==> config.mk <==
export PLATFORM = sky130hd
export DESIGN_NAME = kdop_normal_gen
export DESIGN_NICKNAME = d
export VERILOG_FILES = /design/src/rtl/kdop_pkg.sv /design/src/rtl/kdop_normal_gen.sv
export SDC_FILE = /design/constraint.sdc
export NUM_CORES = 1
export LEC_CHECK = 0
export CAP_MARGIN = 20
export CORE_MARGIN = 2
export CORE_UTILIZATION = 40
export DETAILED_ROUTE_END_ITERATION = 6
export DONT_BUFFER_PORTS = 1
export GPL_ROUTABILITY_DRIVEN = 0
export REMOVE_ABC_BUFFERS = 1
export SLEW_MARGIN = 20
export SYNTH_ARGS = -nofsm -noshare
export SYNTH_HDL_FRONTEND = slang
export SYNTH_SLANG_ARGS = --single-unit
==> constraint.sdc <==
create_clock -name clk -period 4.63 [get_ports clk]
set_input_delay 0.926 -clock clk [delete_from_list [all_inputs] [get_ports clk]]
set_output_delay 0.926 -clock clk [all_outputs]
set_load 0.01 [all_outputs]
==> src/rtl/kdop_pkg.sv <==
// ----------------------------------------------------------------------------
// kdop_pkg
// Shared types and constants of the k-DOP hull build and query unit.
// ----------------------------------------------------------------------------
package kdop_pkg;

    // Field widths fixed by the item format
    localparam int GRAN_W      = 2;
    localparam int MODE_W      = 2;
    localparam int DIST_W      = 28;
    localparam int FLAG_W      = 2;
    localparam int OUT_TDATA_W = 32;

    // Distances of 2^24 voxel or more saturate
    localparam int D_CLIP_W = 24;

    localparam logic [DIST_W-1:0] DIST_ONES  = 28'hFFFFFFF;
    localparam logic [GRAN_W-1:0] GRAN_RESET = 2'd2;
    localparam logic [GRAN_W-1:0] GRAN_NONE  = 2'd0;

    // Item modes
    localparam logic [MODE_W-1:0] MODE_START = 2'd0;
    localparam logic [MODE_W-1:0] MODE_ADD   = 2'd1;
    localparam logic [MODE_W-1:0] MODE_QUERY = 2'd2;
    localparam logic [MODE_W-1:0] MODE_NONE  = 2'd3;

    // Work done on each slab during a sweep
    typedef enum logic [1:0] {
        OP_INIT,
        OP_ADD,
        OP_QUERY
    } slab_op_t;

    // Sequencer states
    typedef enum logic [1:0] {
        ST_IDLE,
        ST_SWEEP,
        ST_ROOT,
        ST_RESULT
    } seq_state_t;

    typedef struct packed {
        logic     start;
        slab_op_t op;
    } slab_ctrl_t;

    typedef struct packed {
        logic busy;
        logic outside;
        logic best_valid;
    } slab_status_t;

endpackage

==> src/rtl/kdop_normal_gen.sv <==
// ----------------------------------------------------------------------------
// kdop_normal_gen
// Steps through the lattice normals of the current granularity, one a cycle.
// ----------------------------------------------------------------------------
module kdop_normal_gen #(
    parameter int MAX_NORMALS = 109,
    parameter int COEF_W      = 3,
    parameter int LEN_W       = 5,
    parameter int IDX_W       = 7
) (
    input  logic                       clk,
    input  logic                       rst_n,
    input  logic                       start,
    input  logic [kdop_pkg::GRAN_W-1:0] gran,
    output logic                       n_valid,
    output logic signed [COEF_W-1:0]   n_a,
    output logic signed [COEF_W-1:0]   n_b,
    output logic signed [COEF_W-1:0]   n_c,
    output logic [IDX_W-1:0]           n_idx,
    output logic [LEN_W-1:0]           n_len
);
    import kdop_pkg::*;

    localparam int SQ_W = 2 * COEF_W;

    logic                     active_reg, active_next;
    logic signed [COEF_W-1:0] a_reg, a_next;
    logic signed [COEF_W-1:0] b_reg, b_next;
    logic signed [COEF_W-1:0] c_reg, c_next;
    logic [IDX_W-1:0]         idx_reg, idx_next;
    logic [GRAN_W-1:0]        g_reg, g_next;

    logic signed [COEF_W-1:0] gs;
    logic signed [COEF_W-1:0] abs_a, abs_b;
    logic                     edge_ab;
    logic                     at_end;
    logic signed [SQ_W-1:0]   aa, bb, cc;

    // Granularity as a signed coefficient bound
    assign gs = signed'(COEF_W'(g_reg));

    // Walk the lexicographic order, skipping entries that are not normals
    always_comb
    begin
        active_next = active_reg;
        a_next      = a_reg;
        b_next      = b_reg;
        c_next      = c_reg;
        idx_next    = idx_reg;
        g_next      = g_reg;
        abs_a       = (a_reg < 0) ? -a_reg : a_reg;
        abs_b       = (b_reg < 0) ? -b_reg : b_reg;
        edge_ab     = (abs_a == gs) || (abs_b == gs);
        at_end      = ((a_reg == gs) && (b_reg == gs) && (c_reg == gs)) ||
                      (idx_reg == IDX_W'(MAX_NORMALS - 1));
        if (start)
        begin
            active_next = 1'b1;
            g_next      = gran;
            a_next      = '0;
            b_next      = '0;
            c_next      = signed'(COEF_W'(gran));
            idx_next    = '0;
        end
        else if (active_reg)
        begin
            idx_next = idx_reg + IDX_W'(1);
            if (at_end)
            begin
                active_next = 1'b0;
            end
            if (c_reg < gs)
            begin
                c_next = edge_ab ? (c_reg + COEF_W'(1)) : gs;
            end
            else if (b_reg < gs)
            begin
                b_next = b_reg + COEF_W'(1);
                c_next = -gs;
            end
            else
            begin
                a_next = a_reg + COEF_W'(1);
                b_next = -gs;
                c_next = -gs;
            end
        end
    end

    // Hold walk state
    always_ff @(posedge clk or negedge rst_n)
    begin
        if (!rst_n)
        begin
            active_reg <= 1'b0;
        end
        else
        begin
            active_reg <= active_next;
        end
    end

    always_ff @(posedge clk)
    begin
        a_reg   <= a_next;
        b_reg   <= b_next;
        c_reg   <= c_next;
        idx_reg <= idx_next;
        g_reg   <= g_next;
    end

    // Squared length of the current normal
    always_comb
    begin
        aa = SQ_W'(a_reg) * SQ_W'(a_reg);
        bb = SQ_W'(b_reg) * SQ_W'(b_reg);
        cc = SQ_W'(c_reg) * SQ_W'(c_reg);
    end

    assign n_valid = active_reg;
    assign n_a     = a_reg;
    assign n_b     = b_reg;
    assign n_c     = c_reg;
    assign n_idx   = idx_reg;
    assign n_len   = LEN_W'(unsigned'(aa + bb + cc));

endmodule

# Word level (Yosys, flattened, before mapping)
# Cells that the tools add are included.
[word_totals]
wordCells = 48
ff_bits = 19
[op_classes]
multipliers = 3
mux = 10
n_reduce_logical = 7
n_lt_le_gt_ge = 4
eq_ne = 6
bitwise_logic = 2
add_sub_neg = 9
[op_table]
columns = ["cell", "count"]
rows = [
  ["equality test 3 bit", 5],
  ["multiplier 3 x 3 -> 5 bit", 3],
  ["two-way mux 3 bit", 5],
  ["adder 5 bit", 2],
  ["adder 3 x 2 -> 3 bit, second input constant", 3],
  ["adder 7 x 1 -> 7 bit, second input constant", 1],
  ["equality test 7 bit, second input constant", 1],
  ["less-than comparator 3 x 1 -> 1 bit, second input constant", 2],
  ["less-than comparator 3 bit", 2],
  ["negator 3 bit", 2],
  ["two-way mux 2 bit", 2],
  ["two-way mux 1 bit", 3],
  ["negator 2 -> 3 bit", 1],
  ["AND reduction 3 bit", 1],
  ["logical AND 1 bit", 2],
  ["logical OR 1 bit", 2],
  ["inverter 1 bit", 2],
  ["AND reduction 2 bit", 1],
  ["nonzero test 2 bit", 1],
]

# Logic depth before layout (Yosys ltp)
[depth]
word_depth = 8
ltp_mapped = 13
ltp_nobuf = 13

# Least setup slack after synthesis
# OpenSTA, ideal clock, no wires.
[synth_path]
path_kind = "register to output"
start = "reg c_reg[2] (netlist: n_c[2])"
end = "out n_len[4]"
setup_slack_ns = -0.061
path_stages_with_launch = 12
arrival_ns = 3.765
t_required_ns = 3.704
cell_sequence = "dfxtp_1 clkbuf_1 nand2_1 fa_1 fa_1 fa_1 inv_1 fa_1 ha_1 a21oi_1 xnor2_1 xnor2_1"
[synth_via]
elab_chain_len = 2
[synth_lines]
columns = ["element", "line", "text"]
rows = [
  ["start, declared", "kdop_normal_gen.sv:29", "logic signed [COEF_W-1:0] c_reg, c_next;"],
  ["start signal, assigned", "kdop_normal_gen.sv:107", "c_reg <= c_next;"],
  ["multiplier 3 x 3 -> 5 bit", "kdop_normal_gen.sv:117", "cc = SQ_W'(c_reg) * SQ_W'(c_reg);"],
  ["adder 5 bit", "kdop_normal_gen.sv:125", "assign n_len = LEN_W'(unsigned'(aa + bb + cc));"],
  ["end, declared", "kdop_normal_gen.sv:20", "output logic [LEN_W-1:0] n_len"],
]
# Every way passes these cells.

# Worst setup path after layout
[layout_path]
start = "reg c_reg[1] (netlist: n_c[1])"
end = "out n_len[4]"
# Same word-level chain as after synthesis.

==> run_results.csv <==
group,metric,value,unit
floorplan,initial_utilization,40.8,%
yosys,syn_area_per_cell,9.22,um^2
sta,fmax,215,MHz
sta,hold_viol_final,0,
global_route,grt_pass1_vias,1447,
setup_path,cp_max_fo,5,
yosys,async_flop_share,5.26,%
sta,tightest_slew,568,ps
setup_path,worstSetupEndpointType,"output port",
clock_tree,htree_num_levels,1,
setup_path,arrival,3730,ps
setup_path,cp_top_family,"adder cells",
setup_path,crit_chain,"buf_6, nand2_2, fa_1, fa_1, fa_1, inv_1, fa_1, ha_4, a21oi_2, xnor2_1, xnor2_1, buf_4",
finish,finalNetCount,260,
finish,largest_reg_flops,7,
flow_run,cap_viol_max_count,0,
floorplan,fp.dieArea,5290,um^2
finish,design_area,2120,um^2
finish,multi_input_area,1340,um^2
drt,ant_nets,0,
sta,fin_crit_sh,100,%
floorplan,die_h,72.7,um
setup_path,worst_path_max_delay_cell,"fa_1",
sta,rsz0062_at_grt,"yes",
floorplan,fp.dieW,72.7,um
drt,drt_iter0_markers,64,
sta,timing.final.crit_period,4650,ps
setup_path,start_kind,"flip-flop",
setup_path,rr_worst_depth,8,
finish,final_cell_mix,"inv_1 (30), ha_1 (21), xnor2_1 (16)",
global_route,grt_antenna_before_repair,0,
setup_path,slowest_delay,530,ps
finish,area_growth,12.5,%
setup_path,critPathKind,"flip-flop to output port",
drt,via_per_inst,5.09,
place,dp.final_hpwl,3200,um
yosys,synth_cell_types,41,
setup_path,cp.buffers_inverters,3,
sta,setup_viol,1,
clock_tree,hold_buffers,0,
finish,final_common_cell,"inv_1",
place,io_buffers,0,
place,placed_area,2000,um^2
min_path,hold_class,"input pin to async pin",
yosys,synth-seq-cells,19,
global_route,grt_pass1_wl,6670,um
drt,drc,0,
finish,ff_latch_area,430,um^2
setup_path,crit_top_cell,"fa_1",
sta,slew_violations,0,
global_route,grt_max_degree,24,
yosys,synth_cells,205,
drt,vias,1380,
clock_tree,clk-insertion-delay-late,260,ps
setup_path,r2r-end,"n_c[1]$_DFFE_PP_",
sta,worst_slack,-21.9,ps
clock_tree,clkTransAtPathRegs,70,ps
yosys,ys_seq_area_share,22.5,%
status,status,"finished, violations left",
clock_tree,cts.sinks,19,
sta,relSlewSlack,62.0,%
floorplan,fp-row-count,25,
floorplan,core,4630,um^2
finish,fillers,485,
drt,routed_wl,3920,um
clock_tree,cts_made_buffers,3,
setup_path,r2r_slack,2420,ps
global_route,grt_overflow,0,
yosys,synth-edff-count,4,
global_route,grt_usage,16.2,%
floorplan,io_pins,27,
finish,n_antenna_cell,0,
sta,fin_skew,7.92,ps
status,violations,"negative setup slack",
clock_tree,root_buffer,"clkbuf_8",
clock_tree,cts_tree,"yes",
yosys,ys.flop_type,"dfxtp_1",
finish,drive_gt1_share,17.1,%
yosys,yosys_warnings,0,
yosys,netlist_area,1890,um^2
clock_tree,clk_path_buf_depth,2,
drt,wire_per_inst,14.4,um
setup_path,path_depth,12,
setup_path,reg2reg_from,"n_a[1]$_SDFFE_PP0P_",
setup_path,startpoint,"n_c[1]$_DFFE_PP_",
setup_path,required,3700,ps
drt,first_pass_iters,4,
setup_path,crit_path_end,"n_len[4]",
[cells in the mapped netlist, types with 2 or more instances]
cell / number / area share (%)
clkbuf_1: 2 / 0.40
nand3_1: 3 / 0.79
nand2_1: 15 / 3.0
a31o_2: 2 / 0.93
nand4_1: 3 / 0.99
inv_1: 33 / 6.6
ha_1: 23 / 15
mux2i_1: 6 / 3.2
a21o_1: 2 / 0.79
nand2b_1: 4 / 1.3
a21oi_1: 11 / 2.9
xor2_1: 12 / 5.6
nor2_1: 13 / 2.6
a311oi_1: 2 / 0.93
xnor2_1: 16 / 7.4
nor3_1: 2 / 0.53
or2_2: 2 / 0.66
edfxtp_1: 4 / 6.4
nor2b_1: 2 / 0.66
dfxtp_1: 14 / 15
fa_1: 14 / 15
[layer usage]
| layer | up-vias | part of all wire [%] | GRT usage (%) |
|---|---|---|---|
| met5 | - | 0 | 0 |
| met4 | 0 | 1.2 | 4.32 |
| met3 | 5 | 4.3 | 1.93 |
| met2 | 33 | 53 | 30.4 |
| met1 | 651 | 42 | 19.4 |
| li1 | 691 | - | - |
[per-stage QoR]
stage | worst slack (ps) | hold WS [ps] | instances | utilization (%) | TNS (ps)
5_1_grt | -168 | 341 | 271 | 45.9 | -168
6_report | -21.9 | 355 | 271 | 45.9 | -21.9
3_3_place_gp | 84.0 | 531 | 264 | 43.3 | 0
3_5_place_dp | -77.4 | 536 | 264 | 43.3 | -77.4
2_1_floorplan | 58.6 | 504 | 199 | - | 0
4_1_cts | -50.2 | 349 | 271 | 45.8 | -50.2
[kinds of logic after synthesis]
logic type | share of synthesized area (%)
AO/OA/AOI/OAI | 9.21
XOR/XNOR | 13.0
adder cells (fa/ha/maj) | 30.1
buffers and inverters | 8.41
flip-flops | 22.5
multiplexers | 3.97
AND/OR/NAND/NOR | 12.8
[worst register-to-register path: cells and delay by family, from the launching register on]
kind	cells	cell delay, ps
mux	2	480
flops	1	430
buf+inv	2	240
compound gates	2	380
fa+ha+maj	1	290
xor+xnor	1	140
[cell type report]
class                           count  area share [%]
Clock inverter                      1           0.236
Timing Repair Buffer               14            5.30
Inverter                           33            5.95
Clock buffer                        3            1.94
Sequential cell                    19            20.3
Tap cell                           54            3.18
Multi-Input combinational cell    147            63.1
[how the worst min path moves through the flow]
stage                          startpoint                    end  depth (start not counted)
floorplan           n_idx[5]$_SDFFE_PP0P_  n_idx[5]$_SDFFE_PP0P_                          2
global placement    n_idx[5]$_SDFFE_PP0P_  n_idx[5]$_SDFFE_PP0P_                          2
detailed placement  n_idx[5]$_SDFFE_PP0P_  n_idx[5]$_SDFFE_PP0P_                          2
CTS                                 rst_n      n_valid$_DFF_PN0_                          0
global route                        rst_n      n_valid$_DFF_PN0_                          0
finish                              rst_n      n_valid$_DFF_PN0_                          0
[what timing repair did]
action                                  4_1_cts  5_1_grt
endpoints found under the setup margin        2        1
gates resized for setup                      13        2
pin swaps                                    10        1
endpoints found under the hold margin         0        0
setup buffers                                 3        0
Power is not shown: default switching activity piles up to over one toggle a cycle in this logic, so the estimate is an artifact.
