<file path="config.mk">
export PLATFORM = sky130hd
export DESIGN_NAME = kdop_isqrt
export DESIGN_NICKNAME = d
export VERILOG_FILES = /design/src/rtl/kdop_pkg.sv /design/src/rtl/kdop_isqrt.sv
export SDC_FILE = /design/constraint.sdc
export NUM_CORES = 1
export LEC_CHECK = 0
export BUFFER_PORTS_ARGS = -buffer_cell sky130_fd_sc_hd__buf_2
export CAP_MARGIN = 20
export CORE_ASPECT_RATIO = 0.9
export CORE_MARGIN = 5
export CORE_UTILIZATION = 70
export CTS_CLUSTER_SIZE = 20
export DETAILED_ROUTE_END_ITERATION = 6
export PLACE_DENSITY = 0.92
export SLEW_MARGIN = 20
export SYNTH_ARGS = -nofsm -noshare
export SYNTH_HDL_FRONTEND = slang
export SYNTH_SLANG_ARGS = --single-unit
</file>
<file path="constraint.sdc">
create_clock -name clk -period 32 [get_ports clk]
set_input_delay 1.6 -clock clk [delete_from_list [all_inputs] [get_ports clk]]
set_output_delay 1.6 -clock clk [all_outputs]
set_load 0.01 [all_outputs]
</file>
<file path="src/rtl/kdop_pkg.sv">
// ----------------------------------------------------------------------------
// kdop_pkg
// Shared types and constants of the k-DOP hull build and query unit.
// ----------------------------------------------------------------------------
package kdop_pkg;

    // Field widths fixed by the item format
    localparam int GRAN_W      = 2;
    localparam int MODE_W      = 2;
    localparam int DIST_W      = 28;
    localparam int FLAG_W      = 2;
    localparam int OUT_TDATA_W = 32;

    // Distances of 2^24 voxel or more saturate
    localparam int D_CLIP_W = 24;

    localparam logic [DIST_W-1:0] DIST_ONES  = 28'hFFFFFFF;
    localparam logic [GRAN_W-1:0] GRAN_RESET = 2'd2;
    localparam logic [GRAN_W-1:0] GRAN_NONE  = 2'd0;

    // Item modes
    localparam logic [MODE_W-1:0] MODE_START = 2'd0;
    localparam logic [MODE_W-1:0] MODE_ADD   = 2'd1;
    localparam logic [MODE_W-1:0] MODE_QUERY = 2'd2;
    localparam logic [MODE_W-1:0] MODE_NONE  = 2'd3;

    // Work done on each slab during a sweep
    typedef enum logic [1:0] {
        OP_INIT,
        OP_ADD,
        OP_QUERY
    } slab_op_t;

    // Sequencer states
    typedef enum logic [1:0] {
        ST_IDLE,
        ST_SWEEP,
        ST_ROOT,
        ST_RESULT
    } seq_state_t;

    typedef struct packed {
        logic     start;
        slab_op_t op;
    } slab_ctrl_t;

    typedef struct packed {
        logic busy;
        logic outside;
        logic best_valid;
    } slab_status_t;

endpackage

</file>
<file path="src/rtl/kdop_isqrt.sv">
// ----------------------------------------------------------------------------
// kdop_isqrt
// Bit-serial root: largest q with q^2 * len <= d2 * 2^16, one bit a cycle.
// ----------------------------------------------------------------------------
module kdop_isqrt #(
    parameter int DC_W  = 22,
    parameter int LEN_W = 5
) (
    input  logic                 clk,
    input  logic                 rst_n,
    input  logic                 start,
    input  logic [2*DC_W-1:0]    d2,
    input  logic [LEN_W-1:0]     len,
    output logic                 done,
    output logic [DC_W+7:0]      root
);
    import kdop_pkg::*;

    localparam int Q_W   = DC_W + 8;
    localparam int NW    = 2 * Q_W;
    localparam int TW    = NW + 1 + LEN_W;
    localparam int CNT_W = $clog2(Q_W + 1);

    logic             run_reg, run_next;
    logic             done_reg, done_next;
    logic [CNT_W-1:0] cnt_reg, cnt_next;
    logic [NW-1:0]    rem_reg, rem_next;
    logic [NW-1:0]    r_reg, r_next;
    logic [NW-1:0]    step_reg, step_next;
    logic [LEN_W-1:0] len_reg, len_next;

    logic [NW:0]      trial;
    logic [TW-1:0]    cost;
    logic             take;

    // One root bit per cycle: try (q + 2^k)^2 * len against the remainder
    always_comb
    begin
        run_next  = run_reg;
        done_next = 1'b0;
        cnt_next  = cnt_reg;
        rem_next  = rem_reg;
        r_next    = r_reg;
        step_next = step_reg;
        len_next  = len_reg;
        trial     = (NW + 1)'(r_reg) + (NW + 1)'(step_reg);
        cost      = TW'(trial) * TW'(len_reg);
        take      = cost <= TW'(rem_reg);
        if (start)
        begin
            run_next  = 1'b1;
            cnt_next  = CNT_W'(Q_W);
            rem_next  = {d2, 16'b0};
            r_next    = '0;
            step_next = NW'(1) << (NW - 2);
            len_next  = len;
        end
        else if (run_reg)
        begin
            if (take)
            begin
                rem_next = rem_reg - cost[NW-1:0];
                r_next   = (r_reg >> 1) + step_reg;
            end
            else
            begin
                r_next = r_reg >> 1;
            end
            step_next = step_reg >> 2;
            cnt_next  = cnt_reg - CNT_W'(1);
            if (cnt_reg == CNT_W'(1))
            begin
                run_next  = 1'b0;
                done_next = 1'b1;
            end
        end
    end

    // Hold sequencer state
    always_ff @(posedge clk or negedge rst_n)
    begin
        if (!rst_n)
        begin
            run_reg  <= 1'b0;
            done_reg <= 1'b0;
            cnt_reg  <= '0;
        end
        else
        begin
            run_reg  <= run_next;
            done_reg <= done_next;
            cnt_reg  <= cnt_next;
        end
    end

    always_ff @(posedge clk)
    begin
        rem_reg  <= rem_next;
        r_reg    <= r_next;
        step_reg <= step_next;
        len_reg  <= len_next;
    end

    assign done = done_reg;
    assign root = r_reg[Q_W-1:0];

endmodule

</file>
== Yosys cells after proc, flatten, opt, wreduce, memory -nomap -nowiden ==
Index checks and enable logic that the tools add are counted.
Operators by class
  magnitude comparators: 1
  $add $sub $neg: 4
  multiply operators: 1
  equal/unequal tests: 1
  mux-type cells: 12
  reduce and logical (&&, ||, !) cells: 4
Operators with widths (count)
  two-way mux 60 bit: 4
  <= comparator 66 x 60 -> 1 bit: 1
  multiplier 61 x 5 -> 66 bit: 1
  adder 60 x 59 -> 61 bit: 1
  adder 59 x 59 -> 60 bit: 1
  subtractor 60 bit: 1
  two-way mux 5 bit: 2
  two-way mux 1 bit: 6
  equality test 5 x 1 -> 1 bit, second input constant: 1
  subtractor 5 x 1 -> 5 bit, second input constant: 1
  AND reduction 2 bit: 2
  nonzero test 2 bit: 2
Storage, ports and cells
  output and inout bits: 31
  register bits: 162

== Logic depth before layout (Yosys ltp) ==
Gate-level depths: netlist of run 1.
  depth after elaboration: 6
  gate-level depth with buffers: 48
  gate-level depth less buffers: 44

== Least setup slack after synthesis of run 1 ==
OpenSTA, ideal clock, no wires.
  path kind: register -> register
  from: register r_reg[2]
  to: register rem_reg[16], enable pin
  arrival: 10.320 ns
  slack: 21.278 ns
  period minus slack after synthesis: 10.722 ns
  cell stages (with the launch flop): 42
  library setup time: 0.402 ns
  path buffers: 3
  cell sequence: dfxtp_1 > ha_1 > a31oi_1 > o21ai_1 > a21oi_1 > o31ai_1 > a31o_2 > a31oi_1 > o21bai_1 > a31oi_1 > o21ai_0 > a31oi_1 > xnor2_1 > and2_1 > fa_1 > fa_1 > inv_1 > fa_1 > [6 not listed] > o31a_1 > o31ai_1 > a21oi_1 > o21ai_0 > xor2_1 > ha_1 > buf_2 > and4_1 > nand3_1 > nor4_1 > nand4_1 > a311o_1 > nor4b_4 > nand4_4 > nor2_2 > nand2_1 > clkbuf_1 > nand2_1
Between the ends
  longest elaborated chain between the ends: 5
RTL lines
  start: declaration: line kdop_isqrt.sv:28  | logic [NW-1:0] r_reg, r_next;
  start signal: assignment: line kdop_isqrt.sv:99  | r_reg <= r_next;
  adder 60 x 59 -> 61 bit: line kdop_isqrt.sv:46  | trial = (NW + 1)'(r_reg) + (NW + 1)'(step_reg);
  multiplier 61 x 5 -> 66 bit: line kdop_isqrt.sv:47  | cost = TW'(trial) * TW'(len_reg);
  <= comparator 66 x 60 -> 1 bit: line kdop_isqrt.sv:48  | take = cost <= TW'(rem_reg);
  nonzero test 2 bit (no source line)
  AND reduction 2 bit (no source line)
  end signal: assignment: line kdop_isqrt.sv:98  | rem_reg <= rem_next;
  end: declaration: line kdop_isqrt.sv:27  | logic [NW-1:0] rem_reg, rem_next;
No other way between the ends.
A chain may end at the register's enable or synchronous reset.

== Worst setup path in the final report of run 1 ==
  from: register r_reg[2]
  to: register rem_reg[57] (data pin)
Between the ends
  longest elaborated chain between the ends: 6
RTL lines
  adder 60 x 59 -> 61 bit: line kdop_isqrt.sv:46
  multiplier 61 x 5 -> 66 bit: line kdop_isqrt.sv:47
  subtractor 60 bit: line kdop_isqrt.sv:62  | rem_next = rem_reg - cost[NW-1:0];
  two-way mux 60 bit: line kdop_isqrt.sv:60  | if (take)
  two-way mux 60 bit: line kdop_isqrt.sv:58  | else if (run_reg)
  two-way mux 60 bit: line kdop_isqrt.sv:49  | if (start)
  via rem_next[57]: line kdop_isqrt.sv:27
The timed path passes the listed nets, and every way through them passes these cells. The select of a mux whose other input is x is not followed.

==> results.cfg, run 1 <==
[run_status]
outcome = completed

[grt]
met3_usage = 0.0504
antenna_found_initial = 0
first_global_vias = 23000
grt_pass1_wl_um = 115000
grt_util_met1 = 0.484
grtUsageMet2 = 0.546
grtUsageTotal = 0.344
grt_start_max_net_pins = 87
top_usage_layer = met2
overflow = 0

[synth]
async_reset_ff_frac = 0.0432
ys_seq_elements = 162
netlist_instances = 3321
synth-seq-area-share = 0.145
syn_area_mm2 = 0.0259
yosysWarnings = 0
synth_ff_type = dfxtp_1
synth.avg_cell_area_um2 = 7.80
syn_nets = 3808
yosysUniqueCellTypes = 84
synth_edf_count = 49

[worst_setup_path]
criticalPathCategory = register to register
slowest_delay_ns = 0.63
startpoint = r_reg[2]
crit_required_ns = 32.30
cp_max_fo = 37
regToRegStartpoint = r_reg[2]
startpoint_type = register
endpoint_kind = register
crit_arrival_ns = 12.53
r2r_setup_slack_ns = 19.76
cpMaxStageDelayCell = nand4_4

[drt]
drc_errors = 0
wl_per_cell_um = 19.1
ant_nets = 0
finalWirelength_um = 70900
drtIter0Drc = 2581
drt_first_pass_iters = 6
avgViaCountPerCell = 6.42
vias = 23900

[sta]
rsz0062_at_grt = false
fin_worst_skew_ns = 0.0185
timing.final.crit_share = 0.382
clock.fmax_mhz = 81.7
worst_pin_slew_ns = 1.24
tns_ns = 0
slew_headroom = 0.151
finalHoldViolCount = 0
finalMaxSlewViolations = 0
timing.final.crit_period_ns = 12.24
setup_viol = 0

[clocking]
cts_resized = 0
hold_buffers = 0
cts_sinks = 162
clockBufferDepth = 2
cts_setup_buffers = 0
clock_latency_ns = 0.49
cts_tree = done
root_buffer = clkbuf_16
path_clk_slew_ns = 0.07
htreeDepth = 4
cts_made_buffers = 17

[die]
io_pins = 83
fp-row-count = 66
start_util = 0.713
die_area_mm2 = 0.0410
core_mm2 = 0.0363
die_x_um = 213
dieHeight_um = 193

[min_path]
worstHoldStart = rem_reg[12]
hp-class = register to register

[layout]
fin_nets = 3716
drive_gt1_frac = 0.0521
antenna-diode-count = 0
final_cells = 3717
syn_to_final_growth_pct = 3.09

[power_and_ir_drop]
p_leak_nw = 12.4
ir_worst_vdd_mv = 0.0775
pwr_density_cell_mw_per_mm2 = 72.8

[place]
portBuffers = 82
gp_congestion = 0.998
dp_hpwl_um = 54800
placed_cells = 3685

[flow_run]
cap_violations = 0
-- per-stage QoR --
step	power [mW]	hold slack, ns	cell area (um2)	util	setup slack (ns)
after floorplan	1.35	0.465	25900	-	21.28
after global placement	1.64	0.488	26100	0.718	20.15
after detailed placement	1.68	0.498	26100	0.718	19.71
after CTS	1.90	0.512	26700	0.734	19.67
after global routing	2.08	0.538	26700	0.735	18.92
final	1.94	0.514	26700	0.735	19.76
-- area by class of cell --
class | count | area, um2
clock buffers | 22 | 495
multi-input cells | 2592 | 19900
clock inverters | 9 | 93.8
inverters | 359 | 1350
repair buffers | 97 | 542
well taps | 476 | 596
fillers | 2719 | 9630
flip-flops and latches | 162 | 3770
-- cell usage after synthesis, types with 49 or more instances --
library cell | instances | area [um2]
nor3_1 | 59 | 295
nand2_1 | 304 | 1140
and2_1 | 134 | 838
a21oi_1 | 211 | 1060
clkbuf_1 | 138 | 518
inv_1 | 357 | 1340
a21o_1 | 81 | 608
nor2b_1 | 117 | 732
edfxtp_1 | 49 | 1470
nor2_1 | 248 | 931
o31ai_1 | 59 | 443
dfxtp_1 | 106 | 2120
ha_1 | 257 | 3220
fa_1 | 178 | 3560
nand3_1 | 50 | 250
xnor2_1 | 122 | 1070
o21ai_0 | 133 | 666
mux2i_1 | 51 | 510
a31oi_1 | 72 | 450
nand4_1 | 64 | 400
xor2_1 | 82 | 718
-- cells in the final DEF (no fill, tap or decap), types with 7 or more instances in the layout --
master	instances
fa_1	178
o21bai_1	39
o211ai_1	12
a211o_1	16
a211oi_1	47
nand2_1	303
o31ai_1	59
a31o_2	9
clkbuf_16	18
mux2i_1	51
a311oi_1	8
o31a_1	9
and3_1	16
xnor2_1	122
xor2_1	82
buf_2	81
ha_1	257
a221oi_1	11
dfxtp_1	106
or3_1	11
a21o_1	81
a31oi_1	72
and2_1	134
o21ai_1	7
and4_1	8
a21oi_1	211
a21boi_0	14
nand4_1	64
inv_1	357
o21ai_0	133
buf_4	14
o21a_1	27
nand2b_1	35
edfxtp_1	49
nand3_1	50
nor2_1	248
nor3_1	58
nor2b_1	117
-- power breakdown --
| part | switching [mW] | internal [mW] | total (mW) |
|---|---|---|---|
| logic | 0.902 | 0.499 | 1.40 |
| clock network | 0.0974 | 0.118 | 0.216 |
| registers | 0.0470 | 0.280 | 0.327 |
-- path summary, 6_finish.rpt --
kind / end / cells past startpoint
hold / removal: rem_reg[12] / 2
setup reg to reg: rem_reg[57] / 39
setup / recovery: rem_reg[57] / 39
hold reg to reg: rem_reg[12] / 2
max in group asynchronous: run_reg / 1
min in group asynchronous: cnt_reg[1] / 1
-- cells by family after synthesis --
family | share of synthesized area
AND/OR/NAND/NOR | 0.203
AO/OA/AOI/OAI | 0.210
buffers and inverters | 0.0882
adder cells (fa/ha/maj) | 0.262
XOR/XNOR | 0.0700
flip-flops | 0.145
multiplexers | 0.0214
-- per-layer routing --
layer,part of all wire,wire length (um),vias to the layer above
met4,0.030,2130,0
li1,-,-,11100
met5,0,0,-
met3,0.092,6510,155
met2,0.45,31900,1227
met1,0.43,30400,11400
-- critical path: cells and delay by family (launching register included) --
kind	cells	cell delay (ns)
flops	1	0.37
simple gates	9	2.98
compound gates	19	4.99
buf+inv	3	0.47
xor+xnor	2	0.44
fa+ha+maj	6	2.77
Power figures use the tool's default switching activity.
==> inputs of run 2 (changes only) <==
--- a/config.mk
+++ b/config.mk
@@ -5,14 +5,15 @@
 export SDC_FILE = /design/constraint.sdc
 export NUM_CORES = 1
 export LEC_CHECK = 0
+export ABC_AREA = 1
 export BUFFER_PORTS_ARGS = -buffer_cell sky130_fd_sc_hd__buf_2
 export CAP_MARGIN = 20
 export CORE_ASPECT_RATIO = 0.9
 export CORE_MARGIN = 5
-export CORE_UTILIZATION = 70
+export CORE_UTILIZATION = 66
 export CTS_CLUSTER_SIZE = 20
 export DETAILED_ROUTE_END_ITERATION = 6
-export PLACE_DENSITY = 0.92
+export PLACE_DENSITY = 0.88
 export SLEW_MARGIN = 20
 export SYNTH_ARGS = -nofsm -noshare
 export SYNTH_HDL_FRONTEND = slang
==> constraint.sdc (replaced) <==
create_clock -name clk -period 12.7 [get_ports clk]
set_input_delay 0.635 -clock clk [delete_from_list [all_inputs] [get_ports clk]]
set_output_delay 0.635 -clock clk [all_outputs]
set_load 0.01 [all_outputs]
==> results.cfg, run 2 <==
[drt]
vias = 30300
wl_per_cell_um = 18.1
ant_nets = 0
avgViaCountPerCell = 5.85
finalWirelength_um = 94000
drt_first_pass_iters = 7
drc_errors = 2
drtIter0Drc = 3281

[layout]
antenna-diode-count = 0
utilization = 0.697
layout_commonest_cell = nand2_1
drive_gt1_frac = 0.0417
fin_area_mm2 = 0.0300
final_cell_mix = nand2_1, inv_1, nor2_1
syn_to_final_growth_pct = 4.13
fin_nets = 5098

[sta]
slew_headroom = 0.269
finalMaxSlewViolations = 0
fin_worst_skew_ns = 0.0216
worst_pin_slew_ns = 1.10
clock.fmax_mhz = 94.6
tns_ns = 0
rsz0062_at_grt = false
fin_ws_ns = 2.13
timing.final.crit_period_ns = 10.57
timing.final.crit_share = 0.833
finalHoldViolCount = 0
setup_viol = 0

[synth]
syn_nets = 5118
yosysUniqueCellTypes = 52
netlist_instances = 4631
yosysWarnings = 0
async_reset_ff_frac = 0.0432
synth.avg_cell_area_um2 = 6.23
synth_top_area_share = 0.154
ys_seq_elements = 162
synth_edf_count = 49
yosys.area.top_type = nand2_1
synth.most_common_cell = nand2_1
synth_area_leaders = nand2_1, fa_1, ha_1
synth-seq-area-share = 0.131
synth_common_cells = nand2_1, inv_1, nor2_1
syn_area_mm2 = 0.0288
synth_ff_type = dfxtp_1

[place]
gp_congestion = 1.03
dp_slack_ns = 2.42
portBuffers = 82
dp_hpwl_um = 77000
dpl_cell_area_mm2 = 0.0294

[worst_setup_path]
worst_path_most_repeated_cell = nor2_1
endpoint_kind = register
crit_arrival_ns = 11.02
startpoint_type = register
crit_required_ns = 13.14
reg2reg_depth = 38
cpMaxStageDelayCell = nor2_8
cp_max_fo = 61
slowest_delay_ns = 0.67
criticalPathCategory = register to register

[power_and_ir_drop]
p_seq_frac = 0.142
p_switching_mw = 3.71
ir_worst_vdd_mv = 0.257
p_leak_nw = 15.4
power_mw = 6.20
swShare = 0.599
pwr_density_cell_mw_per_mm2 = 206
power_frac_clock = 0.091
combPwrFrac = 0.768
cellInternalPower_mw = 2.48

[die]
core_mm2 = 0.0431
die_area_mm2 = 0.0480
start_util = 0.670
fp-row-count = 72
die_x_um = 230
io_pins = 83
dieHeight_um = 208

[grt]
grt_start_max_net_pins = 75
overflow = 0
first_global_vias = 29100
grtUsageTotal = 0.384
antenna_found_initial = 0
grt_pass1_wl_um = 149000

[clocking]
cts_made_buffers = 17
cts_resized = 0
root_buffer = clkbuf_16
clockBufferDepth = 2
cts_setup_buffers = 0
clock_latency_ns = 0.51
cts_tree = done
cts_sinks = 162
htreeDepth = 4
path_clk_slew_ns = 0.08

[run_status]
outcome = complete, but fails checks
violations = DRC

[flow_run]
cap_violations = 0

[min_path]
min_path_cells = 1
hp-class = primary input to register
## run 2: cell count changes in the layout (fill, tap and decap cells not counted), sizes merged, moves of 53 or more
cell	delta
inv	+494
nor2b	-117
o21ai	+74
nand2	+887
o31ai	-57
xnor2	-56
nand3	+183
and2	-130
xor2	+53
nor2	+349
## run 2: metal layers
metal | vias up | global-route usage | routed length (um)
met1 | 13900 | 0.495 | 37500
met3 | 293 | 0.0568 | 8670
met5 | - | 0 | 0
met4 | 0 | 0.204 | 5700
li1 | 14500 | - | -
met2 | 1646 | 0.627 | 42100
## run 2: area by class of cell
type                            instances  area (um2)
Sequential cell                       162        3770
Tap cell                              555         694
Multi-Input combinational cell       3485       21300
Clock inverter                         14         161
Fill cell                            3961       13000
Inverter                              848        3180
Timing Repair Buffer                   97         526
Clock buffer                           18         439
## run 2: repair_timing
action	CTS	global route
endpoints found under the hold margin	7	0
endpoints found under the setup margin	0	0
hold buffers	1	0
## run 2: worst max-delay path: cells and delay by family (launching register included)
family | cells | cell delay (ns)
buf+inv | 6 | 0.90
xor+xnor | 2 | 0.76
simple gates | 18 | 4.00
fa+ha+maj | 6 | 2.77
compound gates | 6 | 1.66
flops | 1 | 0.41
## run 2: worst paths after layout
kind	start	end	slack [ns]
max	r_reg[14]	r_reg[59]	2.13
max reg2reg	r_reg[14]	r_reg[59]	2.13
min reg2reg	r_reg[0]	r_reg[0]	0.48
min in group asynchronous	rst_n	cnt_reg[1]	0.51
max in group asynchronous	rst_n	done	12.03
min	len[4]	len_reg[4]	0.31
## run 2: cell families after synthesis
kind of cell             share of synthesized area
XOR/XNOR                                    0.0613
AO/OA/AOI/OAI                                0.125
flip-flops                                   0.131
adder cells (fa/ha/maj)                      0.235
AND/OR/NAND/NOR                              0.315
buffers and inverters                        0.133
## run 2: stage by stage
stage / instances / hold WS, ns
2_1_floorplan: 4631 / 0.339
3_3_place_gp: 5146 / 0.456
3_5_place_dp: 5146 / 0.472
4_1_cts: 5179 / 0.276
5_1_grt: 5179 / 0.291
6_report: 5179 / 0.307
## run 2: power groups by stage
stage,Combinational (mW),Clock (mW),Sequential (mW)
finish,4.76,0.561,0.877
detailed placement,4.59,0,0.871
CTS,4.62,0.565,0.867
floorplan,3.41,0,0.795
global route,5.22,0.587,0.886
global placement,4.52,0,0.873
